## config.mk

```make
export PLATFORM = sky130hd
export DESIGN_NAME = rmq_sqrt
export DESIGN_NICKNAME = d
export VERILOG_FILES = /design/src/hw/rtl/rmq_pkg.sv /design/src/hw/rtl/rmq_sqrt.sv
export VERILOG_INCLUDE_DIRS = /design/src /design/src/hw/rtl
export SDC_FILE = /design/constraint.sdc
export NUM_CORES = 1
export LEC_CHECK = 0
export BUFFER_PORTS_ARGS = -buffer_cell sky130_fd_sc_hd__buf_2
export CAP_MARGIN = 40
export CORE_MARGIN = 10
export CORE_UTILIZATION = 60
export CTS_BUF_LIST = sky130_fd_sc_hd__clkbuf_2 sky130_fd_sc_hd__clkbuf_4 sky130_fd_sc_hd__clkbuf_8
export CTS_CLUSTER_SIZE = 20
export DETAILED_ROUTE_END_ITERATION = 8
export PLACE_DENSITY_LB_ADDON = 0.1
export SLEW_MARGIN = 5
export SYNTH_ARGS = -nofsm -noshare
export SYNTH_HDL_FRONTEND = slang
export SYNTH_SLANG_ARGS = --single-unit
```

## constraint.sdc

```tcl
create_clock -name clk -period 6 [get_ports clk]
set_input_delay 1.2 -clock clk [delete_from_list [all_inputs] [get_ports clk]]
set_output_delay 1.2 -clock clk [all_outputs]
set_load 0.05 [all_outputs]
```

## src/hw/rtl/rotation_matrix_to_quaternion_unit_assert.svh

```systemverilog
// Assertion macros shared by the rotation-matrix-to-quaternion RTL.
// Included by the modules that check their own pipeline invariants.
`ifndef ROTATION_MATRIX_TO_QUATERNION_UNIT_ASSERT_SVH
`define ROTATION_MATRIX_TO_QUATERNION_UNIT_ASSERT_SVH

// Same-cycle implication, disabled in reset.
`define RMQ_ASSERT_IMP(lbl, ck, rs, ante, cons) \
  lbl: assert property (@(posedge ck) disable iff (rs) (ante) |-> (cons)) \
    else $error("rmq check failed");

// Next-cycle implication, disabled in reset.
`define RMQ_ASSERT_NXT(lbl, ck, rs, ante, cons) \
  lbl: assert property (@(posedge ck) disable iff (rs) (ante) |=> (cons)) \
    else $error("rmq check failed");

`endif

```

## src/hw/rtl/rmq_pkg.sv

```systemverilog
// Shared constants and types for the rotation-matrix-to-quaternion unit.
// No dependencies.
`default_nettype none

package rmq_pkg;

  localparam int DATA_WIDTH = 16;
  localparam int FRAC_BITS  = 14;
  localparam int NUM_LANES  = 3;

  typedef enum logic [1:0] {
    CASE_W = 2'd0,
    CASE_X = 2'd1,
    CASE_Y = 2'd2,
    CASE_Z = 2'd3
  } lead_case_t;

  // control that travels with each item through the stages
  typedef struct packed {
    logic       vld;
    lead_case_t lc;
  } rmq_ctl_t;

endpackage

`default_nettype wire

```

## src/hw/rtl/rmq_sqrt.sv

```systemverilog
// Pipelined restoring square root, one root bit per stage.
// Depends on rmq_pkg and the assertion macro header.
`default_nettype none
`include "rotation_matrix_to_quaternion_unit_assert.svh"

module rmq_sqrt #(
  parameter int RADW = rmq_pkg::DATA_WIDTH + 2,
  parameter int FB   = rmq_pkg::FRAC_BITS,
  parameter int NW   = rmq_pkg::DATA_WIDTH + 1,
  parameter int RTW  = (RADW + FB + 1) / 2
) (
  input  wire logic                 clk,
  input  wire logic                 rst,
  input  wire logic                 en,
  input  wire rmq_pkg::rmq_ctl_t    ctl_in,
  input  wire logic        [RADW-1:0] rad,
  input  wire logic signed [NW-1:0] n_in [rmq_pkg::NUM_LANES],
  output rmq_pkg::rmq_ctl_t         ctl_out,
  output logic             [RTW-1:0] root,
  output logic signed      [NW-1:0] n_out [rmq_pkg::NUM_LANES]
);

  localparam int SQW = 2 * RTW;

  rmq_pkg::rmq_ctl_t    ctl_s  [RTW+1];
  logic [RTW+1:0]       rem_s  [RTW+1];
  logic [RTW-1:0]       root_s [RTW+1];
  logic [SQW-1:0]       v_s    [RTW+1];
  logic signed [NW-1:0] n_s    [RTW+1][rmq_pkg::NUM_LANES];
  logic [RTW+1:0]       bound;

  // radicand scaled by 2^FB
  assign ctl_s[0]  = ctl_in;
  assign rem_s[0]  = '0;
  assign root_s[0] = '0;
  assign v_s[0]    = SQW'({rad, {FB{1'b0}}});
  assign n_s[0]    = n_in;

  for (genvar k = 0; k < RTW; k++) begin : g_stage
    logic [RTW+1:0] cat, trial;
    logic           take;

    assign cat   = {rem_s[k][RTW-1:0], v_s[k][SQW-1 -: 2]};
    assign trial = {root_s[k], 2'b01};
    assign take  = (cat >= trial);

    always_ff @(posedge clk) begin
      if (rst) begin
        ctl_s[k+1].vld <= 1'b0;
      end else if (en) begin
        ctl_s[k+1].vld <= ctl_s[k].vld;
      end
    end

    always_ff @(posedge clk) begin
      if (en) begin
        ctl_s[k+1].lc <= ctl_s[k].lc;
        rem_s[k+1]    <= take ? (cat - trial) : cat;
        root_s[k+1]   <= {root_s[k][RTW-2:0], take};
        v_s[k+1]      <= {v_s[k][SQW-3:0], 2'b00};
        n_s[k+1]      <= n_s[k];
      end
    end
  end

  assign ctl_out = ctl_s[RTW];
  assign root    = root_s[RTW];
  assign n_out   = n_s[RTW];

  // final remainder never exceeds 2*root
  assign bound = {1'b0, root_s[RTW], 1'b0};
  `RMQ_ASSERT_IMP(a_sqrt_rem, clk, rst, ctl_s[RTW].vld, rem_s[RTW] <= bound)

endmodule

`default_nettype wire

```

==> flow_summary.yaml <==
critical_path:
  slowest_stage: "a21oi_4"
  worst_ep_required_time_ns: 6.58
  crit_family: "compound AO/OA/AOI/OAI gates"
  arrival_ns: 4.00
  cp-end-kind: "flip-flop"
  critPathKind: "reg2reg"
  max_stage_delay_ns: 0.53
  path_buf_inv: 1
  critical_path.cell_chain: "ha_1 > inv_1 > fa_1 > nor2b_1 > o31a_1 > o41a_1 > a311o_1 > a21oi_4 > mux2_2"
  crit_fanout: 13
  startpoint_type: "flip-flop"
synthesis:
  ys_types: 71
  async_flop_share_pct: 0
  synth_area_um2: 48300
  synth.net_count: 2916
  ys_seq_area_share_pct: 79.9
  syn_inst: 2696
  synth_edf_count: 1274
  synth-warning-count: 0
  synth-seq-cells: 1290
  post_synth.cell_area_avg_um2: 17.9
  synthFlopType: "edfxtp_1"
global_route:
  grt_use_met3_pct: 3.91
  antenna_found_initial: 1
  grt_max_degree: 150
  grtUsageMet1_pct: 17.9
  grt_pass1_wl_mm: 113
  grt_pass1_vias: 22910
  grt_usage_pct: 14.8
  met2_usage_pct: 25.1
  top_usage_layer: "met2"
  gr-total-overflow: 0
clocking:
  cts_setup_buffers: 0
  clk_pin_slew_ns: 0.06
  clk_latency_ns: 0.83
  cts_tree: "yes"
  holdBufCountCts: 0
  cts-root-buf: "clkbuf_8"
  cts_buffers: 195
  cts_buffer_depth: 3
  h-tree-depth: 4
  cts.sinks: 1290
  post_cts_resized: 0
timing:
  fin_hold_ws_ns: 0.377
  finalCritPeriodShare_pct: 57.1
  fin_tns_setup_ns: 0
  max_freq_mhz: 292
  fin_skew_ns: 0.0601
  slew_headroom_pct: 35.9
  worst_pin_slew_ns: 0.961
  finalSetupViolCount: 0
  fin_ws_ns: 2.57
  slew_viol_final: 0
  timing.final.hold_violations: 0
  period_minus_slack_ns: 3.43
  rsz0062_at_grt: "false"
final_layout:
  nets: 3195
  final_cell_mix: "1,274 x edfxtp_1, 196 x clkbuf_8, 181 x inv_1, 143 x buf_2, 139 x ha_1"
  n_fill_cell: 5324
  layout_commonest_cell: "edfxtp_1"
  stdcell_area_um2: 53900
  drive_gt1_share_pct: 17.1
  area_delta_synth_final_pct: 11.7
pwr:
  leakagePower_uw: 0.0198
  power-per-cell-area_nw_per_um2: 367
  peakVddDrop_uv: 308
placement:
  pre_cts_ws_ns: 2.58
  place_area_um2: 50100
  gp_congestion: 0.861
  port_buffers: 144
  hpwl_mm: 42.9
hold_path:
  holdCritPathClass: "reg2reg"
detailed_routing:
  drt_first_pass_iters: 7
  wl_mm: 68.8
  post-route-drc-count: 0
  final_antenna_net_count: 0
  vias: 22206
  routedWlPerCell_um: 16.4
  avgViaCountPerCell: 5.30
  drt_iter0_drc: 1378
floorplan:
  fp.dieH_um: 304
  die_w_um: 304
  start_util_pct: 60.8
  core_um2: 79400
  io_pins: 145
  fp.dieArea_um2: 92200
  rows: 103
outcome:
  outcome: "complete, no violations"
job:
  drv_cap: 0
## sequential cells by signal, indices dropped and copies added (netlist names)
| name | count |
|---|---|
| g_stage.cat | 234 |
| ctl_s | 45 |
| n_out | 51 |
| g_stage.trial | 120 |
| n_s | 765 |
| ctl_out | 3 |
| v_s | 56 |
| root | 16 |
## per-stage QoR
stage                     util, %  std cells  total power (µW)
after floorplan                 -       2696             12400
after global placement       63.0       3828             12900
after detailed placement     63.0       3828             13000
after CTS                    67.9       4185             20100
after global routing         67.9       4186             20700
final                        67.9       4186             19800
## routing by layer
layer	vias to the layer above	wire length, µm
met5	-	0
li1	10828	-
met1	10793	29000
met3	146	2980
met2	439	35200
met4	0	1660
## where the power goes
group	leakage [µW]	internal, µW	switching [µW]
logic	0.00534	741	1030
registers	0.0124	10800	297
clock network	0.00202	3680	3270
total	0.0198	15200	4590
## Yosys cell counts, types with 13 or more instances
cell type | number | share of area (%)
or3_1 | 21 | 0.27
o21ai_0 | 77 | 0.80
ha_1 | 139 | 3.6
a211oi_1 | 18 | 0.28
nand3_1 | 28 | 0.29
clkbuf_1 | 17 | 0.13
a21oi_1 | 90 | 0.93
o31ai_1 | 13 | 0.20
or2_2 | 15 | 0.19
xor2_1 | 60 | 1.1
o21a_1 | 32 | 0.50
edfxtp_1 | 1274 | 79
nor2_1 | 117 | 0.91
nor3_1 | 46 | 0.48
xnor2_1 | 79 | 1.4
nor2b_1 | 20 | 0.26
nor4_1 | 27 | 0.35
a21o_1 | 25 | 0.39
dfxtp_1 | 16 | 0.66
mux2i_1 | 35 | 0.73
nand2b_1 | 19 | 0.25
buf_4 | 55 | 0.86
mux2_2 | 56 | 1.3
inv_1 | 181 | 1.4
nand2_1 | 74 | 0.58
## cell type report
type / instances / area (µm²) / share of cell area, %
inverter: 182 / 683 / 1.27
clock buffer: 246 / 3070 / 5.70
multi-input combinational: 1144 / 8510 / 15.8
tap: 1050 / 1310 / 2.44
timing repair buffer: 162 / 971 / 1.80
clock inverter: 111 / 803 / 1.49
sequential: 1290 / 38600 / 71.5
antenna: 1 / 2.50 / 0.00464
## worst paths after layout
path	from	end	slack [ns]	cells after the start
worst min register to register	n_s[199]	n_s[148]	0.38	0
worst min-delay path	n_s[199]	n_s[148]	0.38	0
worst max-delay path	g_stage[13].cat[2]	g_stage[14].cat[7]	2.57	9
worst max register to register	g_stage[13].cat[2]	g_stage[14].cat[7]	2.57	9
## logic make-up after synthesis
group	synth area share, %
flops	79.9
simple gates	4.43
compound gates	4.53
buf+inv	2.49
fa+ha+maj	3.85
xor+xnor	2.52
mux	2.28
other cells	0.00777
No activity file was read; power rests on OpenSTA's default activity.
