<file path="src/hw/rtl/rotation_matrix_to_quaternion_unit_assert.svh">
// Assertion macros shared by the rotation-matrix-to-quaternion RTL.
// Included by the modules that check their own pipeline invariants.
`ifndef ROTATION_MATRIX_TO_QUATERNION_UNIT_ASSERT_SVH
`define ROTATION_MATRIX_TO_QUATERNION_UNIT_ASSERT_SVH

// Same-cycle implication, disabled in reset.
`define RMQ_ASSERT_IMP(lbl, ck, rs, ante, cons) \
  lbl: assert property (@(posedge ck) disable iff (rs) (ante) |-> (cons)) \
    else $error("rmq check failed");

// Next-cycle implication, disabled in reset.
`define RMQ_ASSERT_NXT(lbl, ck, rs, ante, cons) \
  lbl: assert property (@(posedge ck) disable iff (rs) (ante) |=> (cons)) \
    else $error("rmq check failed");

`endif

</file>
<file path="src/hw/rtl/rmq_pkg.sv">
// Shared constants and types for the rotation-matrix-to-quaternion unit.
// No dependencies.
`default_nettype none

package rmq_pkg;

  localparam int DATA_WIDTH = 16;
  localparam int FRAC_BITS  = 14;
  localparam int NUM_LANES  = 3;

  typedef enum logic [1:0] {
    CASE_W = 2'd0,
    CASE_X = 2'd1,
    CASE_Y = 2'd2,
    CASE_Z = 2'd3
  } lead_case_t;

  // control that travels with each item through the stages
  typedef struct packed {
    logic       vld;
    lead_case_t lc;
  } rmq_ctl_t;

endpackage

`default_nettype wire

</file>
<file path="src/hw/rtl/rmq_front.sv">
// Front stage: trace, case select, clamped radicand and the three numerators.
// Depends on rmq_pkg.
`default_nettype none

module rmq_front #(
  parameter int DW = rmq_pkg::DATA_WIDTH,
  parameter int FB = rmq_pkg::FRAC_BITS
) (
  input  wire logic                clk,
  input  wire logic                rst,
  input  wire logic                en,
  input  wire logic                in_vld,
  input  wire logic signed [DW-1:0] a00, a01, a02, a10, a11, a12, a20, a21, a22,
  output rmq_pkg::rmq_ctl_t        ctl,
  output logic        [DW+1:0]     rad,
  output logic signed [DW:0]       n [rmq_pkg::NUM_LANES]
);

  localparam int EW = DW + 3;
  localparam int NW = DW + 1;
  localparam logic signed [EW-1:0] ONE_E = EW'(1) <<< FB;

  logic signed [EW-1:0] e00, e11, e22, tr, rad_w, rad_x, rad_y, rad_z, rad_sel;
  logic signed [NW-1:0] d21_12, d02_20, d10_01, s01_10, s02_20, s12_21;
  logic signed [NW-1:0] n_next [rmq_pkg::NUM_LANES];
  rmq_pkg::lead_case_t  lc_next;

  assign e00 = EW'(a00);
  assign e11 = EW'(a11);
  assign e22 = EW'(a22);
  assign tr  = e00 + e11 + e22;

  assign rad_w = ONE_E + tr;
  assign rad_x = ONE_E + e00 - e11 - e22;
  assign rad_y = ONE_E + e11 - e00 - e22;
  assign rad_z = ONE_E + e22 - e00 - e11;

  assign d21_12 = NW'(a21) - NW'(a12);
  assign d02_20 = NW'(a02) - NW'(a20);
  assign d10_01 = NW'(a10) - NW'(a01);
  assign s01_10 = NW'(a01) + NW'(a10);
  assign s02_20 = NW'(a02) + NW'(a20);
  assign s12_21 = NW'(a12) + NW'(a21);

  // ties fall to the later case
  always_comb begin
    if (tr > 0)                    lc_next = rmq_pkg::CASE_W;
    else if (a00 > a11 && a00 > a22) lc_next = rmq_pkg::CASE_X;
    else if (a11 > a22)            lc_next = rmq_pkg::CASE_Y;
    else                           lc_next = rmq_pkg::CASE_Z;
  end

  // lanes hold the non-leading terms in w, x, y, z order
  always_comb begin
    case (lc_next)
      rmq_pkg::CASE_W: begin
        rad_sel = rad_w;
        n_next[0] = d21_12; n_next[1] = d02_20; n_next[2] = d10_01;
      end
      rmq_pkg::CASE_X: begin
        rad_sel = rad_x;
        n_next[0] = d21_12; n_next[1] = s01_10; n_next[2] = s02_20;
      end
      rmq_pkg::CASE_Y: begin
        rad_sel = rad_y;
        n_next[0] = d02_20; n_next[1] = s01_10; n_next[2] = s12_21;
      end
      default: begin
        rad_sel = rad_z;
        n_next[0] = d10_01; n_next[1] = s02_20; n_next[2] = s12_21;
      end
    endcase
  end

  always_ff @(posedge clk) begin
    if (rst) begin
      ctl.vld <= 1'b0;
    end else if (en) begin
      ctl.vld <= in_vld;
    end
  end

  always_ff @(posedge clk) begin
    if (en) begin
      ctl.lc <= lc_next;
      rad    <= rad_sel[EW-1] ? '0 : rad_sel[DW+1:0];
      n      <= n_next;
    end
  end

endmodule

`default_nettype wire

</file>
<file path="config.mk">
export PLATFORM = sky130hd
export DESIGN_NAME = rmq_front
export DESIGN_NICKNAME = d
export VERILOG_FILES = /design/src/hw/rtl/rotation_matrix_to_quaternion_unit_assert.svh /design/src/hw/rtl/rmq_pkg.sv /design/src/hw/rtl/rmq_front.sv
export SDC_FILE = /design/constraint.sdc
export NUM_CORES = 1
export LEC_CHECK = 0
export ABC_AREA = 1
export BUFFER_PORTS_ARGS = -buffer_cell sky130_fd_sc_hd__buf_2
export CAP_MARGIN = 0
export CORE_MARGIN = 2
export CORE_UTILIZATION = 52
export CTS_CLUSTER_SIZE = 10
export DETAILED_ROUTE_END_ITERATION = 16
export PLACE_DENSITY = 0.73
export REMOVE_ABC_BUFFERS = 1
export SYNTH_ARGS = -nofsm -noshare
export SYNTH_HDL_FRONTEND = slang
export SYNTH_SLANG_ARGS = --single-unit
</file>
<file path="constraint.sdc">
create_clock -name clk -period 5.3 [get_ports clk]
set_input_delay 0.795 -clock clk [delete_from_list [all_inputs] [get_ports clk]]
set_output_delay 0.795 -clock clk [all_outputs]
set_load 0.01 [all_outputs]
</file>
==> impl_metrics.tcl <==
set metrics [dict create \
    synthMuxAreaShare_pct 0.0647 \
    initial_utilization_pct 52.5 \
    place_congestion 1.04 \
    yosys_warnings 0 \
    drt_iter0_markers 1293 \
    cts_root_buf "clkbuf_16" \
    path_buf_inv 3 \
    fmaxAchievable_ghz 0.202 \
    firstDrtPassIters 8 \
    hold_viol 0 \
    p_leak_nw 9.32 \
    drive_gt1_share_pct 12.2 \
    min_from "ctl[2]$_SDFFE_PP0P_" \
    slowest_stage "fa_1" \
    cts_sinks 72 \
    path_delay_family "adder cells" \
    synth_fa_ha_area_share_pct 34.5 \
    synthArstFlopShare_pct 0 \
    portBuffers 219 \
    cts_setup_buffers 0 \
    holdCritPathClass "flop to flop" \
    arrival_ps 5020 \
    wl_um 48100 \
    postPlaceCellArea_mm2 0.0170 \
    htreeDepth 3 \
    first_global_vias 14200 \
    overflow 0 \
    path_class "primary input to flop" \
    stdcell_count 2706 \
    synth_cells 2106 \
    cp-start-kind "primary input" \
    drv_cap 0 \
    grt_setup_unrepaired "no" \
    setup_viol 0 \
    hold_path_end "ctl[2]$_SDFFE_PP0P_" \
    power.total_mw 5.03 \
    synth_top_family_by_area "adder cells" \
    clk_pin_slew_ps 60 \
    synthSimpleGateAreaFrac_pct 23.5 \
    fin_skew_ps 0 \
    die_w_um 177 \
    worst-r2r-cell-count 2 \
    synth_edf_count 71 \
    coreArea_mm2 0.0295 \
    hpwl_um 40800 \
    vias 14700 \
    fin_area_mm2 0.0173 \
    cpPeakStageDelay_ps 520 \
    cts_made_buffers 9 \
    multi_input_area_mm2 0.0118 \
    setup_tns_ps 0 \
    clk_latency_ps 340 \
    grt_max_degree 44 \
    syn_to_final_growth_pct 12.0 \
    postSynthAreaPerCell_um2 7.35 \
    seqCellArea_mm2 0.00215 \
    ys_ff_latch 72 \
    rows 63 \
    cts_resized 0 \
    crit_path_cell_trace "buf_2 -> fa_1 -> ha_1 -> fa_1 -> nand3_1 -> nand2_2 -> nand3_1 -> nand3_1 -> a21boi_0 -> xor2_1 -> inv_1 -> ha_1 -> nand3_1 -> nor2_1 -> nand3_1 -> nor2_1 -> nand2_1 -> nor2_2 -> nand3_4 -> nand2_4 -> nand2_1 -> clkinvlp_4 -> nand2_1 -> o221ai_1" \
    dieArea_mm2 0.0312 \
    r2r-end "ctl[2]$_SDFFE_PP0P_" \
    grt_antenna_before_repair 0 \
    worstReg2RegStart "ctl[2]$_SDFFE_PP0P_" \
    synth_compound_area_share_pct 11.7 \
    grt_pass1_wl_um 74900 \
    yosysSeqAreaShare_pct 13.9 \
    synth_area_mm2 0.0155 \
    yosys-top-cells-area "ha_1, edfxtp_1, fa_1" \
    diodes 0 \
    clk_path_buf_depth 2 \
    rrSetupSlack_ps 4720 \
    routedWlPerCell_um 17.8 \
    crit_top_cell "nand3_1" \
    status "completed" \
    period_minus_slack_ps 4940 \
    hold_depth 2 \
    placedCellCount 2690 \
    crit_required_ps 5380 \
    cts_tree "built" \
    worst_pin_slew_ps 941 \
    p_per_area_mw_per_mm2 290 \
    fillCellCount 2881 \
    postRouteAntennaNets 0 \
    track_usage_pct 30.7 \
    worst_setup_path_end_kind "flop" \
    slew_violations 0 \
    synthFlopType "edfxtp_1" \
    io_pins 220 \
    crit_fanout 14 \
    whs_ps 502 \
    max_slew_margin_pct 36.7 \
    via_per_inst 5.42 \
    peakVddDrop_mv 0.159 \
    finalNetCount 2838 \
    die_h_um 177 \
    synthXorXnorAreaFrac_pct 6.40 \
    holdBufCountCts 0 \
    synth.top_cell.area_share_pct 24.3 \
    drcViolationCount 0 \
    synth.largest_area_cell "ha_1" \
    min_period_over_period_pct 93.3 \
    synth.distinct_cells 46 \
]
[layer usage]
metal	vias to the layer above	global-route usage [%]	part of all wire, %
met5	-	0	0
met4	0	7.20	2.3
met3	77	4.89	7.1
met2	529	45.7	41
met1	6803	46.4	49
li1	7269	-	-
[worst reg2reg max path: stages (launching register included)]
cell,delay [ps]
dfxtp_1,310
mux2i_1,120
nor2_1,50
[logic make-up after synthesis]
logic type,count (synthesis)
XOR/XNOR,113
flip-flops,72
AO/OA/AOI/OAI,316
multiplexers,1
adder cells (fa/ha/maj),379
buffers and inverters,388
AND/OR/NAND/NOR,837
[cell usage in the layout, fill, tap and decap left out, drive strengths merged, types with 3 or more instances in the layout]
master and instances:
or2 3, o21bai 9, fa 79, a21oi 156, a31oi 12, nor2 163, nand4 32, o31ai 7
nor3 30, inv 341, buf 240, a21boi 9, edfxtp 71, xor2 95, o2111ai 3, nor4 4
xnor2 18, o211ai 29, ha 300, clkbuf 10, a22oi 4, a21o 15, nand3b 10, o21ai 64
clkinvlp 3, nand3 194, nand2 399
[cell type report]
type	count	share of cell area, %
inverters	342	7.43
well taps	390	2.82
flip-flops and latches	72	12.4
clock inverters	6	0.534
multi-input cells	1646	68.1
clock buffers	10	1.32
repair buffers	240	7.40
[flip-flops by register name, summed over array words and instances (netlist names)]
register / flops
rad: 18
ctl: 3
n: 51
[Yosys cell counts (13+ instances only)]
master / n
o21ai_0: 63
buf_2: 15
nor2_2: 13
clkbuf_1: 21
edfxtp_1: 71
xnor2_1: 18
ha_1: 300
nand4_1: 32
o211ai_1: 29
nand3_1: 190
a21oi_1: 156
nor3_1: 30
fa_1: 79
nor2_1: 149
inv_1: 338
nand2_1: 397
xor2_1: 95
a21o_1: 15
[worst max-delay path by stage]
stage                 from              endpoint  cells past startpoint
detailed placement  a00[1]  rad[5]$_SDFFCE_PP0P_                     25
CTS                 a00[1]  rad[1]$_SDFFCE_PP0P_                     25
floorplan           a00[1]       n[34]$_DFFE_PP_                     23
finish              a00[1]        n[0]$_DFFE_PP_                     24
global route        a00[1]        n[4]$_DFFE_PP_                     24
global placement    a00[1]  rad[2]$_SDFFCE_PP0P_                     25
[per-stage QoR]
| stage | util, % | worst slack, ps |
|---|---|---|
| final | 58.8 | 356 |
| after global placement | 57.7 | 160 |
| after global routing | 58.8 | 22.9 |
| after floorplan | - | -135 |
| after CTS | 58.7 | 342 |
| after detailed placement | 57.7 | -3.48 |
[report_power, final]
| part | leakage (nW) | switching [mW] | internal [mW] |
|---|---|---|---|
| Clock | 0.149 | 0.266 | 0.415 |
| Sequential | 0.700 | 0.0760 | 0.910 |
| Combinational | 8.47 | 2.17 | 1.19 |
| Total | 9.32 | 2.51 | 2.52 |
No activity file was read; power rests on OpenSTA's default activity.
